### config.mk
export PLATFORM = sky130hd
export DESIGN_NAME = conv3x3_kernel_filter_unit
export DESIGN_NICKNAME = d
export VERILOG_FILES = /design/src/rtl/core/cvk_pkg.sv /design/src/rtl/core/conv3x3_kernel_filter_unit.sv /design/src/rtl/core/cvk_column_cell.sv /design/src/rtl/core/cvk_kernel_sum.sv /design/src/rtl/core/cvk_scale_clamp.sv
export SDC_FILE = /design/constraint.sdc
export NUM_CORES = 1
export LEC_CHECK = 0
export BUFFER_PORTS_ARGS = -buffer_cell sky130_fd_sc_hd__buf_4
export CORE_MARGIN = 4
export CORE_UTILIZATION = 35
export CTS_BUF_LIST = sky130_fd_sc_hd__clkbuf_4 sky130_fd_sc_hd__clkbuf_8
export DETAILED_ROUTE_END_ITERATION = 8
export SETUP_SLACK_MARGIN = 0.5
export SLEW_MARGIN = 20
export SYNTH_ARGS = -nofsm -noshare
export SYNTH_HDL_FRONTEND = slang
export SYNTH_SLANG_ARGS = --single-unit
### constraint.sdc
create_clock -name clock -period 6.2 [get_ports clock]
set_clock_uncertainty 0.15 [all_clocks]
set_input_delay 0.93 -clock clock [delete_from_list [all_inputs] [get_ports clock]]
set_output_delay 0.93 -clock clock [all_outputs]
set_load 0.005 [all_outputs]
### src/rtl/core/cvk_pkg.sv
// Shared types and constants of the 3x3 kernel filter unit.
`timescale 1ns / 1ps

package cvk_pkg;

   // Pixel and arithmetic widths.
   localparam int PIXEL_W  = 8;
   localparam int SEEN_W   = 2;
   localparam int SUM4_W   = PIXEL_W + 2;   // sum of four pixels
   localparam int ACC_W    = 14;            // signed weighted sum, -2040..4080
   localparam int MAG_W    = 12;            // non-negative weighted sum, 0..4080
   localparam int RECIP_W  = 15;
   localparam int PROD_W   = MAG_W + RECIP_W;

   // Division by a constant: blur is a shift, smooth and sharpen a reciprocal multiply.
   localparam int                  BLUR_SHIFT    = 4;
   localparam int                  RECIP_SHIFT   = 16;
   localparam logic [RECIP_W-1:0]  SMOOTH_RECIP  = 15'd7282;   // ceil(2^16 / 9)
   localparam logic [RECIP_W-1:0]  SHARPEN_RECIP = 15'd21846;  // ceil(2^16 / 3)
   localparam logic [MAG_W-1:0]    PIXEL_MAX     = 12'd255;
   localparam logic [SEEN_W-1:0]   WINDOW_FULL   = 2'd2;

   // Kernel codes as written to the select register.
   typedef enum logic [2:0] {
      KERNEL_BLUR    = 3'd0,
      KERNEL_SMOOTH  = 3'd1,
      KERNEL_SHARPEN = 3'd2,
      KERNEL_MEAN    = 3'd3,
      KERNEL_PASS    = 3'd4
   } kernel_type;

   // One vertical column of the window.
   typedef struct packed {
      logic [PIXEL_W-1:0] top;
      logic [PIXEL_W-1:0] mid;
      logic [PIXEL_W-1:0] bottom;
   } triplet_type;

   // Control that travels with a result through the arithmetic stages.
   typedef struct packed {
      kernel_type kernel;
      logic       last_in_row;
      logic       last_in_frame;
   } pipe_tag_type;

endpackage

### src/rtl/core/conv3x3_kernel_filter_unit.sv
// Top level of the streaming 3x3 kernel filter unit.
`timescale 1ns / 1ps

// The unit takes one column triplet per clock on the request channel and,
// from the third column of a row on, returns one filtered pixel for the column
// before it on the response channel. A result passes three registered stages after its
// beat is accepted: the corner and edge sums, then the kernel weighting, then the
// division and clamp into the output register. When the
// response side keeps ready high the unit sustains one beat per clock; a stall
// on the response side holds the three stages and backs up into req_ready.
// The window itself is a chain of two column cells that shift on every
// accepted beat. The kernel select register should be written only while no
// beat is in flight; it is sampled as each beat is accepted.

module conv3x3_kernel_filter_unit (
   input  logic                        clock,
   input  logic                        reset,
   input  logic                        req_valid,
   output logic                        req_ready,
   input  logic [cvk_pkg::PIXEL_W-1:0] req_top_pixel,
   input  logic [cvk_pkg::PIXEL_W-1:0] req_mid_pixel,
   input  logic [cvk_pkg::PIXEL_W-1:0] req_bottom_pixel,
   input  logic                        req_row_start,
   input  logic                        req_row_end,
   input  logic                        req_frame_end,
   output logic                        rsp_valid,
   input  logic                        rsp_ready,
   output logic [cvk_pkg::PIXEL_W-1:0] rsp_filtered_pixel,
   output logic                        rsp_last_in_row,
   output logic                        rsp_last_in_frame,
   input  logic                        csr_wr_en,
   input  logic [2:0]                  csr_wr_data
);
   import cvk_pkg::*;

   logic [2:0]              csr_kernel_ff;
   kernel_type              kernel_sel;
   logic [SEEN_W-1:0]       seen_ff;
   logic [SEEN_W-1:0]       seen_in;
   logic [SEEN_W-1:0]       seen_now;
   logic                    accept;
   logic                    produce;
   logic                    row_done;
   triplet_type             column_new;
   triplet_type             column_mid;
   triplet_type             column_old;
   pipe_tag_type            sum_tag;
   logic                    sum_valid;
   logic                    mid_valid;
   logic                    mid_ready;
   pipe_tag_type            mid_tag;
   logic signed [ACC_W-1:0] mid_acc;

   // Kernel select register.
   always_ff @(posedge clock) begin
      if (reset) begin
         csr_kernel_ff <= KERNEL_BLUR;
      end else if (csr_wr_en) begin
         csr_kernel_ff <= csr_wr_data;
      end
   end

   // Codes without a kernel pass the center pixel through.
   always_comb begin
      case (csr_kernel_ff)
         KERNEL_BLUR:    kernel_sel = KERNEL_BLUR;
         KERNEL_SMOOTH:  kernel_sel = KERNEL_SMOOTH;
         KERNEL_SHARPEN: kernel_sel = KERNEL_SHARPEN;
         KERNEL_MEAN:    kernel_sel = KERNEL_MEAN;
         default:        kernel_sel = KERNEL_PASS;
      endcase
   end

   // Column count of the current row; a row start restarts it before use.
   assign accept   = req_valid && req_ready;
   assign row_done = req_row_end || req_frame_end;
   assign seen_now = req_row_start ? '0 : seen_ff;
   assign produce  = (seen_now == WINDOW_FULL);

   always_comb begin
      if (row_done) begin
         seen_in = '0;
      end else if (seen_now != WINDOW_FULL) begin
         seen_in = seen_now + 1'b1;
      end else begin
         seen_in = seen_now;
      end
   end

   always_ff @(posedge clock) begin
      if (reset) begin
         seen_ff <= '0;
      end else if (accept) begin
         seen_ff <= seen_in;
      end
   end

   // Window: the incoming column and a chain of two cells behind it.
   assign column_new.top    = req_top_pixel;
   assign column_new.mid    = req_mid_pixel;
   assign column_new.bottom = req_bottom_pixel;

   cvk_column_cell u_cell_mid (
      .clock      (clock),
      .shift_en   (accept),
      .column_in  (column_new),
      .column_out (column_mid)
   );

   cvk_column_cell u_cell_old (
      .clock      (clock),
      .shift_en   (accept),
      .column_in  (column_mid),
      .column_out (column_old)
   );

   // Only beats that complete a window enter the arithmetic stages.
   assign sum_valid             = req_valid && produce;
   assign sum_tag.kernel        = kernel_sel;
   assign sum_tag.last_in_row   = row_done;
   assign sum_tag.last_in_frame = req_frame_end;

   cvk_kernel_sum u_sum (
      .clock     (clock),
      .reset     (reset),
      .in_valid  (sum_valid),
      .in_ready  (req_ready),
      .in_tag    (sum_tag),
      .col_old   (column_old),
      .col_mid   (column_mid),
      .col_new   (column_new),
      .out_valid (mid_valid),
      .out_ready (mid_ready),
      .out_tag   (mid_tag),
      .out_acc   (mid_acc)
   );

   cvk_scale_clamp u_scale (
      .clock             (clock),
      .reset             (reset),
      .in_valid          (mid_valid),
      .in_ready          (mid_ready),
      .in_tag            (mid_tag),
      .in_acc            (mid_acc),
      .out_valid         (rsp_valid),
      .out_ready         (rsp_ready),
      .out_pixel         (rsp_filtered_pixel),
      .out_last_in_row   (rsp_last_in_row),
      .out_last_in_frame (rsp_last_in_frame)
   );

   // The column count saturates at a full window.
   a_seen_range: assert property (@(posedge clock) disable iff (reset)
      seen_ff != 2'd3)
      else $error("column count left its range");

   // A beat that ends a row leaves the count cleared.
   a_row_clears: assert property (@(posedge clock) disable iff (reset)
      accept && row_done |=> seen_ff == '0)
      else $error("column count not cleared after row end");

   // A row start never completes a window.
   a_start_silent: assert property (@(posedge clock) disable iff (reset)
      req_valid && req_row_start |-> !produce)
      else $error("row start produced a result");

   // The last pixel of a frame is also the last of its row.
   a_frame_row: assert property (@(posedge clock) disable iff (reset)
      rsp_valid && rsp_last_in_frame |-> rsp_last_in_row)
      else $error("frame end without row end on response");

endmodule

### src/rtl/core/cvk_column_cell.sv
// One column cell of the window chain: holds a pixel triplet and hands it on.
`timescale 1ns / 1ps

module cvk_column_cell (
   input  logic                 clock,
   input  logic                 shift_en,
   input  cvk_pkg::triplet_type column_in,
   output cvk_pkg::triplet_type column_out
);
   import cvk_pkg::*;

   triplet_type column_ff;

   // Take the neighbor's column on every accepted beat.
   always_ff @(posedge clock) begin
      if (shift_en) begin
         column_ff <= column_in;
      end
   end

   assign column_out = column_ff;

endmodule

### src/rtl/core/cvk_kernel_sum.sv
// Two-stage weighted sum of the 3x3 window for the selected kernel.
`timescale 1ns / 1ps

module cvk_kernel_sum (
   input  logic                             clock,
   input  logic                             reset,
   input  logic                             in_valid,
   output logic                             in_ready,
   input  cvk_pkg::pipe_tag_type            in_tag,
   input  cvk_pkg::triplet_type             col_old,
   input  cvk_pkg::triplet_type             col_mid,
   input  cvk_pkg::triplet_type             col_new,
   output logic                             out_valid,
   input  logic                             out_ready,
   output cvk_pkg::pipe_tag_type            out_tag,
   output logic signed [cvk_pkg::ACC_W-1:0] out_acc
);
   import cvk_pkg::*;

   logic                     s1_valid_ff;
   logic                     s1_valid_in;
   pipe_tag_type             s1_tag_ff;
   logic [SUM4_W-1:0]        s1_corner_ff;
   logic [SUM4_W-1:0]        s1_corner_in;
   logic [SUM4_W-1:0]        s1_edge_ff;
   logic [SUM4_W-1:0]        s1_edge_in;
   logic [PIXEL_W-1:0]       s1_center_ff;
   logic                     s1_ready;

   logic                     s2_valid_ff;
   logic                     s2_valid_in;
   pipe_tag_type             s2_tag_ff;
   logic signed [ACC_W-1:0]  s2_acc_ff;
   logic signed [ACC_W-1:0]  s2_acc_in;
   logic                     s2_ready;

   logic signed [ACC_W-1:0]  corner_ext;
   logic signed [ACC_W-1:0]  edge_ext;
   logic signed [ACC_W-1:0]  center_ext;

   // A stage takes a new beat when it is empty or its contents move on.
   assign s2_ready = !s2_valid_ff || out_ready;
   assign s1_ready = !s1_valid_ff || s2_ready;
   assign in_ready = s1_ready;

   assign s1_valid_in = s1_ready ? in_valid : s1_valid_ff;
   assign s2_valid_in = s2_ready ? s1_valid_ff : s2_valid_ff;

   // Stage one: group the window into corners, edges and center.
   assign s1_corner_in = SUM4_W'(col_old.top) + SUM4_W'(col_new.top)
                       + SUM4_W'(col_old.bottom) + SUM4_W'(col_new.bottom);
   assign s1_edge_in   = SUM4_W'(col_mid.top) + SUM4_W'(col_mid.bottom)
                       + SUM4_W'(col_old.mid) + SUM4_W'(col_new.mid);

   // Stage two: weight the groups as the kernel asks.
   assign corner_ext = $signed({{(ACC_W - SUM4_W){1'b0}}, s1_corner_ff});
   assign edge_ext   = $signed({{(ACC_W - SUM4_W){1'b0}}, s1_edge_ff});
   assign center_ext = $signed({{(ACC_W - PIXEL_W){1'b0}}, s1_center_ff});

   always_comb begin
      case (s1_tag_ff.kernel)
         KERNEL_BLUR: begin
            s2_acc_in = corner_ext + (edge_ext <<< 1) + (center_ext <<< 2);
         end
         KERNEL_SMOOTH: begin
            s2_acc_in = corner_ext + edge_ext + center_ext;
         end
         KERNEL_SHARPEN: begin
            s2_acc_in = (center_ext <<< 3) + (center_ext <<< 1) + center_ext
                      - (edge_ext <<< 1);
         end
         KERNEL_MEAN: begin
            s2_acc_in = (center_ext <<< 3) + center_ext - corner_ext - edge_ext;
         end
         default: begin
            s2_acc_in = center_ext;
         end
      endcase
   end

   // Stage valid flags.
   always_ff @(posedge clock) begin
      if (reset) begin
         s1_valid_ff <= 1'b0;
         s2_valid_ff <= 1'b0;
      end else begin
         s1_valid_ff <= s1_valid_in;
         s2_valid_ff <= s2_valid_in;
      end
   end

   // Stage payloads.
   always_ff @(posedge clock) begin
      if (s1_ready) begin
         s1_tag_ff    <= in_tag;
         s1_corner_ff <= s1_corner_in;
         s1_edge_ff   <= s1_edge_in;
         s1_center_ff <= col_mid.mid;
      end
      if (s2_ready) begin
         s2_tag_ff <= s1_tag_ff;
         s2_acc_ff <= s2_acc_in;
      end
   end

   assign out_valid = s2_valid_ff;
   assign out_tag   = s2_tag_ff;
   assign out_acc   = s2_acc_ff;

endmodule

### src/rtl/core/cvk_scale_clamp.sv
// Output stage: divide by the kernel's divisor, clamp to a pixel, hold the result.
`timescale 1ns / 1ps

module cvk_scale_clamp (
   input  logic                             clock,
   input  logic                             reset,
   input  logic                             in_valid,
   output logic                             in_ready,
   input  cvk_pkg::pipe_tag_type            in_tag,
   input  logic signed [cvk_pkg::ACC_W-1:0] in_acc,
   output logic                             out_valid,
   input  logic                             out_ready,
   output logic [cvk_pkg::PIXEL_W-1:0]      out_pixel,
   output logic                             out_last_in_row,
   output logic                             out_last_in_frame
);
   import cvk_pkg::*;

   logic                 valid_ff;
   logic                 valid_in;
   logic [PIXEL_W-1:0]   pixel_ff;
   logic [PIXEL_W-1:0]   pixel_in;
   logic                 last_row_ff;
   logic                 last_frame_ff;
   logic [MAG_W-1:0]     mag;
   logic [RECIP_W-1:0]   recip;
   logic [PROD_W-1:0]    prod;
   logic [MAG_W-1:0]     quot;

   assign in_ready = !valid_ff || out_ready;
   assign valid_in = in_ready ? in_valid : valid_ff;

   // A negative sum clamps to zero, so only the magnitude of a positive one matters.
   assign mag   = in_acc[MAG_W-1:0];
   assign recip = (in_tag.kernel == KERNEL_SHARPEN) ? SHARPEN_RECIP : SMOOTH_RECIP;
   assign prod  = PROD_W'(mag) * PROD_W'(recip);

   // Truncating division by the kernel's divisor.
   always_comb begin
      case (in_tag.kernel)
         KERNEL_BLUR: begin
            quot = mag >> BLUR_SHIFT;
         end
         KERNEL_SMOOTH, KERNEL_SHARPEN: begin
            quot = MAG_W'(prod >> RECIP_SHIFT);
         end
         default: begin
            quot = mag;
         end
      endcase
   end

   // Clamp to 0..255.
   always_comb begin
      if (in_acc[ACC_W-1]) begin
         pixel_in = '0;
      end else if (quot > PIXEL_MAX) begin
         pixel_in = PIXEL_MAX[PIXEL_W-1:0];
      end else begin
         pixel_in = quot[PIXEL_W-1:0];
      end
   end

   always_ff @(posedge clock) begin
      if (reset) begin
         valid_ff <= 1'b0;
      end else begin
         valid_ff <= valid_in;
      end
   end

   always_ff @(posedge clock) begin
      if (in_ready) begin
         pixel_ff      <= pixel_in;
         last_row_ff   <= in_tag.last_in_row;
         last_frame_ff <= in_tag.last_in_frame;
      end
   end

   assign out_valid         = valid_ff;
   assign out_pixel         = pixel_ff;
   assign out_last_in_row   = last_row_ff;
   assign out_last_in_frame = last_frame_ff;

endmodule
==> impl_metrics.yaml <==
synthesis:
  synthesis.instances: 1269
  synth.cell_area_um2: 12800
  synth_edf_count: 109
  seq_area_frac_synth_pct: 26.8
  synth_seq_cells: 117
  synthFlopType: "edfxtp_1"
  synth.distinct_cells: 62
  synthArstFlopShare_pct: 0
  postSynthAreaPerCell_um2: 10.1
  syn-num-nets: 1609
  ys_warn_count: 0
floorplan:
  core_um2: 35800
  die_h_um: 199
  placementRows: 69
  initial_core_util_pct: 35.7
  die_width_um: 199
  io_pins: 47
  die_area_um2: 39700
detailed_routing:
  totalWireLength_um: 28000
  dr.first_iter.drc_count: 376
  drcViolationCount: 0
  vias_per_cell: 4.89
  first_pass_iters: 7
  ant_nets: 0
  vias: 8860
  routedWlPerCell_um: 15.5
grt:
  grt_pass1_wl_um: 46400
  overflow: 0
  grt_use_total_pct: 14.6
  grt_pass1_vias: 9268
  grt_max_degree: 51
  antenna_found_initial: 0
sta:
  fin_tns_setup_ns: 0
  drv_slew: 0
  rsz0062_at_grt: "true"
  max_freq_mhz: 171
  relSlewSlack_pct: 39.4
  fin_crit_ns: 5.85
  period_share_pct: 94.4
  finalHoldViolations: 0
  tightestPinTransition_ns: 0.903
  finalSetupViolCount: 0
run_status:
  status: "complete, no violations"
cells_and_area:
  layout.cells.most_common: "inv_1"
  nets: 1679
  layout-drive-gt1-share_pct: 11.9
  area_growth_pct: 13.4
  layout_common_cells: "264 x inv_1, 188 x ha_1, 109 x edfxtp_1, 103 x fa_1, 77 x a21oi_1"
  diodes: 0
min_path:
  hp-class: "register to register"
place:
  place.gp.congestion: 0.895
  dpl.hpwl_um: 23000
  io_buffers: 46
worst_setup_path:
  path_max_fanout: 7
  timing_worst_setup_path_type: "register to register"
  required_ns: 6.23
  startpoint_type: "register"
  endpoint_kind: "register"
  arrival_ns: 5.88
job:
  maxCapViolCount: 0
clock_network:
  htree_levels: 4
  cts-buffers-inserted: 17
  cts_buffer_depth: 2
  cts_tree: "done"
  root_buffer: "clkbuf_8"
  clkTransAtPathRegs_ns: 0.08
  clock_latency_ns: 0.45
  clock-sinks: 117
  cts_hold_buf: 0
synthesized netlist by cell type (all sizes together), types with 4 or more instances:
master | number | share of area [%]
fa | 108 | 17
xor2 | 32 | 2.2
inv | 272 | 8.0
o221ai | 4 | 0.41
a21o | 32 | 1.9
edfxtp | 109 | 26
o21a | 7 | 0.41
a21oi | 82 | 3.2
ha | 197 | 19
dfxtp | 8 | 1.3
clkbuf | 12 | 0.35
and3 | 14 | 0.68
nand2b | 11 | 0.54
nand4 | 4 | 0.24
a211oi | 10 | 0.63
nor2 | 53 | 1.6
o22ai | 6 | 0.29
o21ai | 43 | 1.7
a31oi | 6 | 0.29
nor2b | 18 | 0.88
nor3 | 12 | 0.47
nand2 | 42 | 1.2
o31ai | 6 | 0.39
a22oi | 5 | 0.29
and2 | 14 | 0.68
a41oi | 5 | 0.34
mux2i | 8 | 0.63
buf | 4 | 0.20
nand3 | 22 | 0.86
a2111oi | 7 | 0.72
xnor2 | 63 | 4.3
o21bai | 21 | 1.2
state kept, by name, indices dropped and copies added, names as in the netlist:
signal / flops
u_sum.s1_tag_ff: 5
u_sum.s1_valid_ff: 1
csr_kernel_ff: 3
u_sum.s1_edge_ff: 10
seen_ff: 2
u_cell_old.column_out: 24
u_sum.out_tag: 5
u_sum.s1_corner_ff: 10
u_sum.s1_center_ff: 8
u_scale.out_last_in_frame: 1
u_scale.out_last_in_row: 1
u_sum.out_valid: 1
u_sum.out_acc: 13
u_cell_mid.column_out: 24
u_scale.out_pixel: 8
u_scale.out_valid: 1
cells by family after synthesis:
logic type	Yosys count	share of synthesized area, %
xor+xnor	95	6.50
buf+inv	288	8.52
flops	117	26.8
compound gates	249	12.8
mux	13	1.24
simple gates	202	7.95
fa+ha+maj	305	36.1
layout make-up:
type / instances / area (µm²)
Sequential cell: 117 / 3430
Clock inverter: 14 / 150
Inverter: 272 / 1020
Clock buffer: 17 / 234
Tap cell: 461 / 577
Fill cell: 3436 / 21300
Timing Repair Buffer: 67 / 527
Multi-Input combinational cell: 864 / 8570
timing repair:
action	CTS	global route
buffers inserted	6	9
pin swaps	19	8
setup endpoints to repair	8	8
gates resized for setup	24	22
metal layers:
metal	vias to the layer above	global-route usage [%]	routed length, µm
li1	4408	-	-
met1	4313	18.5	12500
met2	112	26.5	14500
met3	27	1.85	586
met4	0	3.72	490
met5	-	0	0
final timing paths:
kind | startpoint | to | slack, ns | depth (start not counted)
max reg2reg | u_sum.out_tag[2] | u_scale.out_pixel[2] | 0.35 | 21
max | u_sum.out_tag[2] | u_scale.out_pixel[2] | 0.35 | 21
min | u_sum.s1_tag_ff[1] | u_sum.out_tag[1] | 0.27 | 0
min reg2reg | u_sum.s1_tag_ff[1] | u_sum.out_tag[1] | 0.27 | 0
through the flow:
stage               util [%]  hold WS (ns)  setup WS [ns]  area (µm²)  std cells
detailed placement      38.5         0.257          0.186       13800       1766
global route            40.5         0.283          0.152       14500       1812
global placement        38.5         0.253          0.293       13800       1766
floorplan                  -         0.250          0.438       12900       1269
finish                  40.5         0.273          0.349       14500       1812
CTS                     40.1         0.275          0.383       14400       1803
worst max-delay path: stages, from the launching register on:
cell	delay, ns
edfxtp_1	0.42
nor2_4	0.19
nand2_4	0.11
and2_4	0.18
fa_2	0.57
fa_1	0.46
ha_4	0.24
fa_1	0.53
inv_1	0.05
fa_1	0.48
inv_2	0.05
ha_4	0.22
a2111oi_4	0.39
o31ai_4	0.17
a211oi_4	0.36
o21ai_4	0.12
buf_4	0.15
buf_4	0.13
xor2_2	0.16
mux2_2	0.27
nand2_1	0.07
a41oi_1	0.11
Power is not shown: default switching activity piles up to over one toggle a cycle in this logic, so the estimate is an artifact.
